File: src/rtl/esi_pkg.sv
`timescale 1ns / 1ps
// ----------------------------------------------------------------------------
// esi_pkg - shared types and constants of the extended Simpson integrator
// Payload structs, state encodings, scaling constants and the end-weight table.
// ----------------------------------------------------------------------------
package esi_pkg;

    localparam int SAMPLE_W   = 32;
    localparam int STEP_W     = 32;
    localparam int INTEG_W    = 64;
    localparam int POINTS_W   = 17;

    // configuration port
    localparam int                    PADDR_W            = 3;
    localparam int                    PDATA_W            = 32;
    localparam logic                  REG_IDX_STEP_SIZE  = 1'b0;

    // end-correction sequence
    localparam int                    END_POINTS    = 4;
    localparam int                    COEF_W        = 7;
    localparam int                    CPROD_W       = COEF_W + SAMPLE_W;
    localparam logic [3:0]            WSUM_LAST     = 4'd9;
    localparam int                    LONG_RUN_MIN  = 8;
    localparam int                    SHORT_RUN_MIN = 2;

    // scaling: |w| * |step| / (3 * 2^20), round half up
    localparam int                    MAG_W       = 64;
    localparam int                    LIMB_W      = 32;
    localparam int                    PROD_W      = MAG_W + STEP_W;
    localparam int                    FRAC_SHIFT  = 20;
    localparam int                    DIV_W       = PROD_W - FRAC_SHIFT;
    localparam logic [PROD_W-1:0]     ROUND_BIAS  = PROD_W'(1572864);
    localparam logic [1:0]            DIVISOR     = 2'd3;

    // divide by 3 one 16-bit digit per cycle: q = (cur * RECIP_3) >> 19,
    // exact for cur < 3 * 2^16
    localparam int                    DIGIT_W     = 16;
    localparam int                    DIV_DIGITS  = (DIV_W + DIGIT_W - 1) / DIGIT_W;
    localparam int                    QUO_W       = DIGIT_W * DIV_DIGITS;
    localparam int                    CUR_W       = DIGIT_W + 2;
    localparam int                    RECIP_W     = 18;
    localparam int                    RECIP_SHIFT = 19;
    localparam logic [RECIP_W-1:0]    RECIP_3     = 18'd174763;

    typedef struct packed {
        logic signed [SAMPLE_W-1:0] sample;
        logic                       last;
    } t_in_item;

    typedef struct packed {
        logic signed [INTEG_W-1:0]  integral;
        logic                       saturated;
        logic                       count_overflow;
        logic [POINTS_W-1:0]        points_used;
    } t_out_item;

    typedef enum logic [2:0] {
        ST_IDLE,
        ST_WSUM,
        ST_START,
        ST_WAIT,
        ST_FINISH
    } t_esi_state;

    typedef enum logic [2:0] {
        SC_IDLE,
        SC_MUL_LO,
        SC_MUL_HI,
        SC_ACC,
        SC_DIV,
        SC_SAT
    } t_sc_state;

    typedef struct packed {
        logic                       start;
        logic signed [MAG_W-1:0]    wsum;
        logic signed [STEP_W-1:0]   step;
    } t_sc_req;

    typedef struct packed {
        logic                       done;
        logic                       sat;
        logic signed [INTEG_W-1:0]  value;
    } t_sc_rsp;

    // weight correction (times 48) for the k-th sample from either end
    function automatic logic signed [COEF_W-1:0] end_coef(
        input logic [1:0] k,
        input logic       long_run,
        input logic       short_run
    );
        logic signed [COEF_W-1:0] c;
        c = '0;
        if (long_run) begin
            case (k)
                2'd0:    c = -7'sd31;
                2'd1:    c = 7'sd11;
                2'd2:    c = -7'sd5;
                2'd3:    c = 7'sd1;
                default: c = '0;
            endcase
        end else if (short_run && (k == 2'd0)) begin
            c = -7'sd24;
        end
        return c;
    endfunction

endpackage

File: src/rtl/esi_scale.sv
`timescale 1ns / 1ps
// ----------------------------------------------------------------------------
// esi_scale - step multiply, round and divide by 48 * 2^16
// Sign/magnitude multiply in two 32x32 passes, then divide by 3 one 16-bit
// digit per cycle through a reciprocal multiply.
// ----------------------------------------------------------------------------
module esi_scale (
    input  logic              i_clk,
    input  logic              i_rst_n,
    input  esi_pkg::t_sc_req  i_req,
    output esi_pkg::t_sc_rsp  o_rsp
);
    import esi_pkg::*;

    localparam int CNT_W = $clog2(DIV_DIGITS);
    localparam logic [CNT_W-1:0] DIV_LAST = CNT_W'(DIV_DIGITS - 1);

    t_sc_state                  r_state, n_state;
    logic                       r_neg;
    logic [MAG_W-1:0]           r_mw;
    logic [STEP_W-1:0]          r_ms;
    logic [2*LIMB_W-1:0]        r_prod;
    logic [PROD_W-1:0]          r_acc;
    logic [QUO_W-1:0]           r_div;
    logic [1:0]                 r_rem;
    logic [CNT_W-1:0]           r_cnt;
    logic                       r_done;
    logic                       r_sat;
    logic signed [INTEG_W-1:0]  r_val;

    logic [LIMB_W-1:0]          mul_a;
    logic [2*LIMB_W-1:0]        mul_p;
    logic [PROD_W-1:0]          add_a, add_b, add_sum;
    logic [CUR_W-1:0]           div_cur;
    logic [CUR_W+RECIP_W-1:0]   div_prod;
    logic [DIGIT_W-1:0]         div_q;
    logic [CUR_W-1:0]           div_q3;
    logic [1:0]                 div_rem;
    logic [INTEG_W-1:0]         limit, mag;
    logic                       over;

    // next state
    always_comb begin
        n_state = r_state;
        case (r_state)
            SC_IDLE:   if (i_req.start) n_state = SC_MUL_LO;
            SC_MUL_LO: n_state = SC_MUL_HI;
            SC_MUL_HI: n_state = SC_ACC;
            SC_ACC:    n_state = SC_DIV;
            SC_DIV:    if (r_cnt == DIV_LAST) n_state = SC_SAT;
            SC_SAT:    n_state = SC_IDLE;
            default:   n_state = SC_IDLE;
        endcase
    end

    // datapath selects for the shared multiplier, adder and divide step
    always_comb begin
        mul_a = (r_state == SC_MUL_HI) ? r_mw[MAG_W-1:LIMB_W] : r_mw[LIMB_W-1:0];
        mul_p = mul_a * r_ms;

        if (r_state == SC_ACC) begin
            add_a = r_acc;
            add_b = {r_prod, {LIMB_W{1'b0}}};
        end else begin
            add_a = ROUND_BIAS;
            add_b = {{LIMB_W{1'b0}}, r_prod};
        end
        add_sum = add_a + add_b;

        // top digit with the running remainder, divided by 3
        div_cur  = {r_rem, r_div[QUO_W-1 -: DIGIT_W]};
        div_prod = div_cur * RECIP_3;
        div_q    = div_prod[RECIP_SHIFT +: DIGIT_W];
        div_q3   = {1'b0, div_q, 1'b0} + {2'b00, div_q};
        div_rem  = 2'(div_cur - div_q3);

        limit = r_neg ? {1'b1, {(INTEG_W-1){1'b0}}} : {1'b0, {(INTEG_W-1){1'b1}}};
        over  = (|r_div[QUO_W-1:INTEG_W]) || (r_div[INTEG_W-1:0] > limit);
        mag   = over ? limit : r_div[INTEG_W-1:0];
    end

    always_ff @(posedge i_clk) begin
        if (!i_rst_n) begin
            r_state <= SC_IDLE;
            r_done  <= 1'b0;
        end else begin
            r_state <= n_state;
            r_done  <= (r_state == SC_SAT);
        end
    end

    always_ff @(posedge i_clk) begin
        case (r_state)
            SC_IDLE: begin
                r_neg <= i_req.wsum[MAG_W-1] ^ i_req.step[STEP_W-1];
                r_mw  <= i_req.wsum[MAG_W-1] ? MAG_W'(-i_req.wsum) : MAG_W'(i_req.wsum);
                r_ms  <= i_req.step[STEP_W-1] ? STEP_W'(-i_req.step) : STEP_W'(i_req.step);
            end
            SC_MUL_LO: begin
                r_prod <= mul_p;
            end
            SC_MUL_HI: begin
                r_prod <= mul_p;
                r_acc  <= add_sum;
            end
            SC_ACC: begin
                r_div <= QUO_W'(add_sum[PROD_W-1:FRAC_SHIFT]);
                r_rem <= 2'd0;
                r_cnt <= '0;
            end
            SC_DIV: begin
                r_div <= {r_div[QUO_W-DIGIT_W-1:0], div_q};
                r_rem <= div_rem;
                r_cnt <= r_cnt + 1'b1;
            end
            SC_SAT: begin
                r_sat <= over;
                r_val <= r_neg ? INTEG_W'(-mag) : mag;
            end
            default: begin
                r_cnt <= '0;
            end
        endcase
    end

    assign o_rsp.done  = r_done;
    assign o_rsp.sat   = r_sat;
    assign o_rsp.value = r_val;

    a_start_idle: assert property (@(posedge i_clk) disable iff (!i_rst_n)
        i_req.start |-> (r_state == SC_IDLE))
        else $error("scale unit started while busy");

    a_rem_small: assert property (@(posedge i_clk) disable iff (!i_rst_n)
        (r_state == SC_DIV) |-> (r_rem < DIVISOR))
        else $error("divide remainder out of range");

    a_done_pulse: assert property (@(posedge i_clk) disable iff (!i_rst_n)
        r_done |=> !r_done)
        else $error("done held longer than one cycle");

endmodule

File: config.mk
export PLATFORM = sky130hd
export DESIGN_NAME = esi_scale
export DESIGN_NICKNAME = d
export VERILOG_FILES = /design/src/rtl/esi_pkg.sv /design/src/rtl/esi_scale.sv
export SDC_FILE = /design/constraint.sdc
export NUM_CORES = 2
export LEC_CHECK = 0
export BUFFER_PORTS_ARGS = -buffer_cell sky130_fd_sc_hd__clkbuf_2
export CORE_UTILIZATION = 30
export CTS_BUF_LIST = sky130_fd_sc_hd__clkbuf_16
export DETAILED_ROUTE_END_ITERATION = 6
export GPL_TIMING_DRIVEN = 0
export HOLD_SLACK_MARGIN = 0.05
export PLACE_DENSITY_LB_ADDON = 0.25
export REMOVE_ABC_BUFFERS = 1
export SLEW_MARGIN = 25
export SYNTH_ARGS = -nofsm -noshare
export SYNTH_HDL_FRONTEND = slang
export SYNTH_SLANG_ARGS = --single-unit
File: constraint.sdc
create_clock -name i_clk -period 17.8 [get_ports i_clk]
set_input_delay 1.78 -clock i_clk [delete_from_list [all_inputs] [get_ports i_clk]]
set_output_delay 1.78 -clock i_clk [all_outputs]
set_load 0.01 [all_outputs]
# Word-level counts from Yosys, hierarchy flattened
# Cells that the tools add are included.
# Widths: inputs -> output; s select.
dict set report totals {
  in_bits 99
  regBits 411
  out_inout_bits 66
}
dict set report op_classes {
  n_mux 14
  add_sub_neg 7
  eq_ne 8
  n_reduce_logical 7
  multipliers 2
  order_cmp 1
  n_bitwise 1
}
# operator n
set op_table {}
lappend op_table {{$mux 64} 3}
lappend op_table {{$mux 96} 2}
lappend op_table {{$pmux 80 s2} 1}
lappend op_table {{$neg 64->64} 2}
lappend op_table {{$add 96x96->96} 1}
lappend op_table {{$gt 64x64->1} 1}
lappend op_table {{$mul 32x32->64} 1}
lappend op_table {{$mux 63} 1}
lappend op_table {{$mul 18x18->35 const B} 1}
lappend op_table {{$mux 32} 1}
lappend op_table {{$neg 32->32} 1}
lappend op_table {{$mux 31} 1}
lappend op_table {{$reduce_or 16->1} 1}
lappend op_table {{$pmux 3 s5} 1}
lappend op_table {{$eq 3x3->1 const B} 3}
lappend op_table {{$eq 3x2->1 const B} 2}
lappend op_table {{$mux 3} 2}
lappend op_table {{$pmux 3 s2} 1}
lappend op_table {{$ne 2x2->1 const B} 2}
lappend op_table {{$pmux 2 s2} 1}
lappend op_table {{$reduce_or 4->1} 1}
lappend op_table {{$add 3x1->3 const B} 1}
lappend op_table {{$eq 3x1->1 const B} 1}
lappend op_table {{$logic_not 3->1} 1}
lappend op_table {{7 further kinds} 7}

# Logic depth before layout (Yosys ltp)
dict set report depth {
  depth_word 6
  depth_mapped 32
  depth_no_buf 28
}

# Worst setup path after synthesis
# OpenSTA, ideal clock, no wires.
dict set report synth_path {
  path_kind {flip-flop to flip-flop}
  start {reg r_state[1]}
  end {reg r_prod[61] (data pin)}
  slack_ps 6078
  path_stages_with_launch 30
  synth_period_minus_slack_ps 11722
  t_arrival_ps 11462
  cell_sequence {dfxtp_1 -> buf_2 -> nor3b_1 -> clkbuf_1 -> mux2_2 -> clkbuf_1 -> nand2_1 -> fa_1 -> fa_1 -> inv_1 -> fa_1 -> fa_1 -> fa_1 -> fa_1 -> fa_1 -> inv_1 -> fa_1 -> inv_1 -> ha_1 -> clkbuf_1 -> a21oi_1 -> o21ai_0 -> a221oi_1 -> o221ai_1 -> or3b_2 -> a41oi_1 -> o21ai_1 -> a311o_1 -> a21oi_1 -> xnor2_1}
}
dict set report synth_via {
  elab_chain_len 3
}
# item line
set synth_lines {}
lappend synth_lines {{start: declaration} esi_scale.sv:18} ;# t_sc_state r_state, n_state;
lappend synth_lines {{start signal: assignment} esi_scale.sv:87} ;# r_state <= n_state;
lappend synth_lines {{$eq 3x2->1} esi_scale.sv:58} ;# mul_a = (r_state == SC_MUL_HI) ? r_mw[MAG_W-1:LIMB_W] : r_mw[LIMB_W-1:0];
lappend synth_lines {{$mux 32} esi_scale.sv:58}
lappend synth_lines {{$mul 32x32->64} esi_scale.sv:59} ;# mul_p = mul_a * r_ms;
lappend synth_lines {{named net mul_p[61]} esi_scale.sv:32} ;# logic [2*LIMB_W-1:0] mul_p;
lappend synth_lines {{end signal: assignment} esi_scale.sv:100} ;# r_prod <= mul_p;
lappend synth_lines {{end signal: assignment} esi_scale.sv:103} ;# r_prod <= mul_p;
lappend synth_lines {{end: declaration} esi_scale.sv:22} ;# logic [2*LIMB_W-1:0] r_prod;
# The timed path passes the listed nets, and every way through them passes these cells.
# A chain may end at the register's enable or synchronous reset.

# Final worst setup path
dict set report layout_path {
  start {reg r_state[2]}
  end {reg r_prod[61] (data pin)}
}
# Same word-level chain as after synthesis.

==> results.md <==
* Outcome: complete, no violations
* Sequential share of the synthesized area at 18.98%
* Drt drc at 0
* CP required at 18.17 ns
* First-pass GRT wire length at 300300 um
* Tmin final at 10.85 ns
* Layout cell share with drive strength beyond 1 at 6.688%
* Root buffer cell: clkbuf_16
* Slowest stage delay, CP at 0.95 ns
* Synth top cells by count: 1086 x inv_1, 1006 x fa_1, 858 x nand2_1, 704 x and2_1, 556 x ha_1
* Fmax achieved at 92.17 MHz
* RSZ-0062 raised after global routing: no
* Relative slew slack at 24.06%
* Register bit total from synthesis at 410
* Routed wire per std cell at 19.98 um
* Max capacitance violation total at 0
* Post-CTS Resized at 0
* WP buf/inv at 7
* Endpoints failing setup at 0
* Sink Count at 410
* Top FF cell, synth: edfxtp_1
* 1st-iter DRT viols at 3301
* Final worst-path cycle share at 60.96%
* Clk Latency, worst-skew pair at 0.66 ns
* Crit path max-delay family: adder cells
* Worst-path fanout max at 32
* WL final at 193000 um
* Port-buffer cells at 164
* Worst slew pin tran at 1.139 ns
* Max stage delay cell, worst path: mux2_2
* Final #Nets at 8442
* DR vias at 47770
* Inserted Diodes at 0
* Overall die width at 466.2 um
* Final Hold Viols at 0
* Setup Slack @ Placement at 7.135 ns
* Critical Path Start Type: flip-flop
* Crit Path Class: flip-flop to flip-flop
* CP arrival at 11.22 ns
* Post-DRT Antenna Nets at 0
* Vias in the first global route at 50190
* Syn Inst Count at 6812
* Vias/cell at 4.947
* Row Count at 170
* Clock buffer depth at 3
* Synth top area cells: fa_1 31%, edfxtp_1 19%, ha_1 11%, and2_1 6.8%, inv_1 6.3%
* Hold Slack at 0.5565 ns
* Reg clk slew, reported paths at 0.06 ns
* Initial core utilization at 30.15%
* Pre-antenna DRT Iters at 6
* Count of flip-flops with a built-in enable after synthesis at 406
* CTS H-tree lvls at 2
* Slew Viols, Final at 0
* GPL Wtd Cong at 0.8896
* Synth Cell Area at 64640 sq um
* Initial antenna violation count at 4
* Post-detail-place hpwl at 152700 um
* Die area at 217300 sq um
* Core area at 214400 sq um
* Top cell type's share of synthesized area at 31.15%
* Vert. Die Dim at 466.2 um
* TritonCTS clock tree: done
* Final worst slack at 6.950 ns
* Synth area leader: fa_1
* Critical path's most frequent cell: fa_1
* Syn avg cell area at 9.490 sq um
* Nature of the critical path endpoint: flip-flop
* Fillcell total at 22160
* Gr usage total at 17.82%
* Synth unique cells at 90
* Yosys warns at 0
* Clk_skew at 0.04141 ns
* Most frequent cell after synthesis: inv_1
* P&R area growth vs syn at 9.798%
* Min-delay worst type: flip-flop to flip-flop
* Post-CTS Hold Buffers at 0
* CTS Buf Count at 47
* Post-synth ARST share at 0%
* Largest net degree at the start of global routing at 66
* I/O pin count at 165
* Global route total overflow at 0
* Post CTS Setup Buffer Count at 0
## layout make-up
class                   instances  area, sq um  area share, %
clock buffers                  48         1201          1.692
clock inverters                38        399.1         0.5623
inverters                    1087         4081          5.750
multi-input cells            4960        47030          66.26
flip-flops and latches        410        12270          17.29
well taps                    2838         3551          5.003
repair buffers                275         2446          3.446
## worst register-to-register path: cells and delay by family, from the launching register on
kind / cells / cell delay (ns)
adders and majority gates: 9 / 4.54
AOI/OAI and AO/OA: 8 / 2.37
buffers and inverters: 7 / 0.98
muxes: 1 / 0.95
DFF: 1 / 0.84
and+or+nand+nor: 3 / 0.80
xor gates and xnor gates: 1 / 0.09
## worst paths after layout
kind / cells past startpoint / slack, ns / to / from
max: 29 / 6.95 / r_prod[61] / r_state[2]
min reg2reg: 2 / 0.56 / r_acc[7] / r_acc[7]
max reg2reg: 29 / 6.95 / r_prod[61] / r_state[2]
min: 2 / 0.56 / r_acc[7] / r_acc[7]
## state kept, by name, summed over array words and instances (netlist names)
name / cells
r_div: 80
r_rem: 2
r_ms: 32
r_state: 3
r_mw: 64
r_cnt: 3
r_val: 64
r_done: 1
r_sat: 1
r_acc: 95
r_prod: 64
r_neg: 1
## layout by cell type (no fill, tap or decap), types with 27 or more instances in the layout
master / instances
a21o_1: 134
mux2_2: 57
nor3_1: 90
a21oi_1: 196
xor2_1: 62
o21ai_0: 206
xnor2_1: 203
nand2_1: 856
edfxtp_1: 406
mux2i_1: 28
a211oi_1: 30
a31oi_1: 27
clkbuf_2: 163
and3_1: 27
buf_4: 27
o21a_1: 31
and2_1: 703
ha_1: 556
buf_8: 57
nand4_1: 65
nor2_1: 200
fa_1: 1006
or3_1: 49
nand3_1: 64
nor4_1: 27
o31ai_1: 47
clkbuf_16: 48
inv_1: 1098
## per-stage QoR
step,instances,area [sq um],utilization [%],setup TNS (ns)
after detailed placement,9570,69360,32.35,0
after CTS,9656,70960,33.10,0
after global routing,9656,70980,33.10,0
after global placement,9459,67670,31.56,-451.35
after floorplan,6457,63300,-,-3.333
final,9656,70980,33.10,0
## cells by family after synthesis
logic type               Yosys count  share of synthesized area (%)
AO/OA/AOI/OAI                    842                          8.458
XOR/XNOR                         265                          3.590
adder cells (fa/ha/maj)         1562                          41.92
buffers and inverters           1442                          8.390
flip-flops                       410                          18.98
multiplexers                      91                          1.531
other                              1                       0.005801
AND/OR/NAND/NOR                 2199                          17.13
## per-layer routing
layer / part of all wire [%] / vias up / track usage, %
li1: - / 21840 / -
met1: 46 / 24350 / 24.82
met2: 46 / 1315 / 29.06
met3: 5.4 / 268 / 2.358
met4: 2.6 / 0 / 4.485
met5: 0 / - / 0
Power is left out: the tool's default activity adds up to more than one toggle a clock period on the data nets, which glitch-free logic cannot reach.
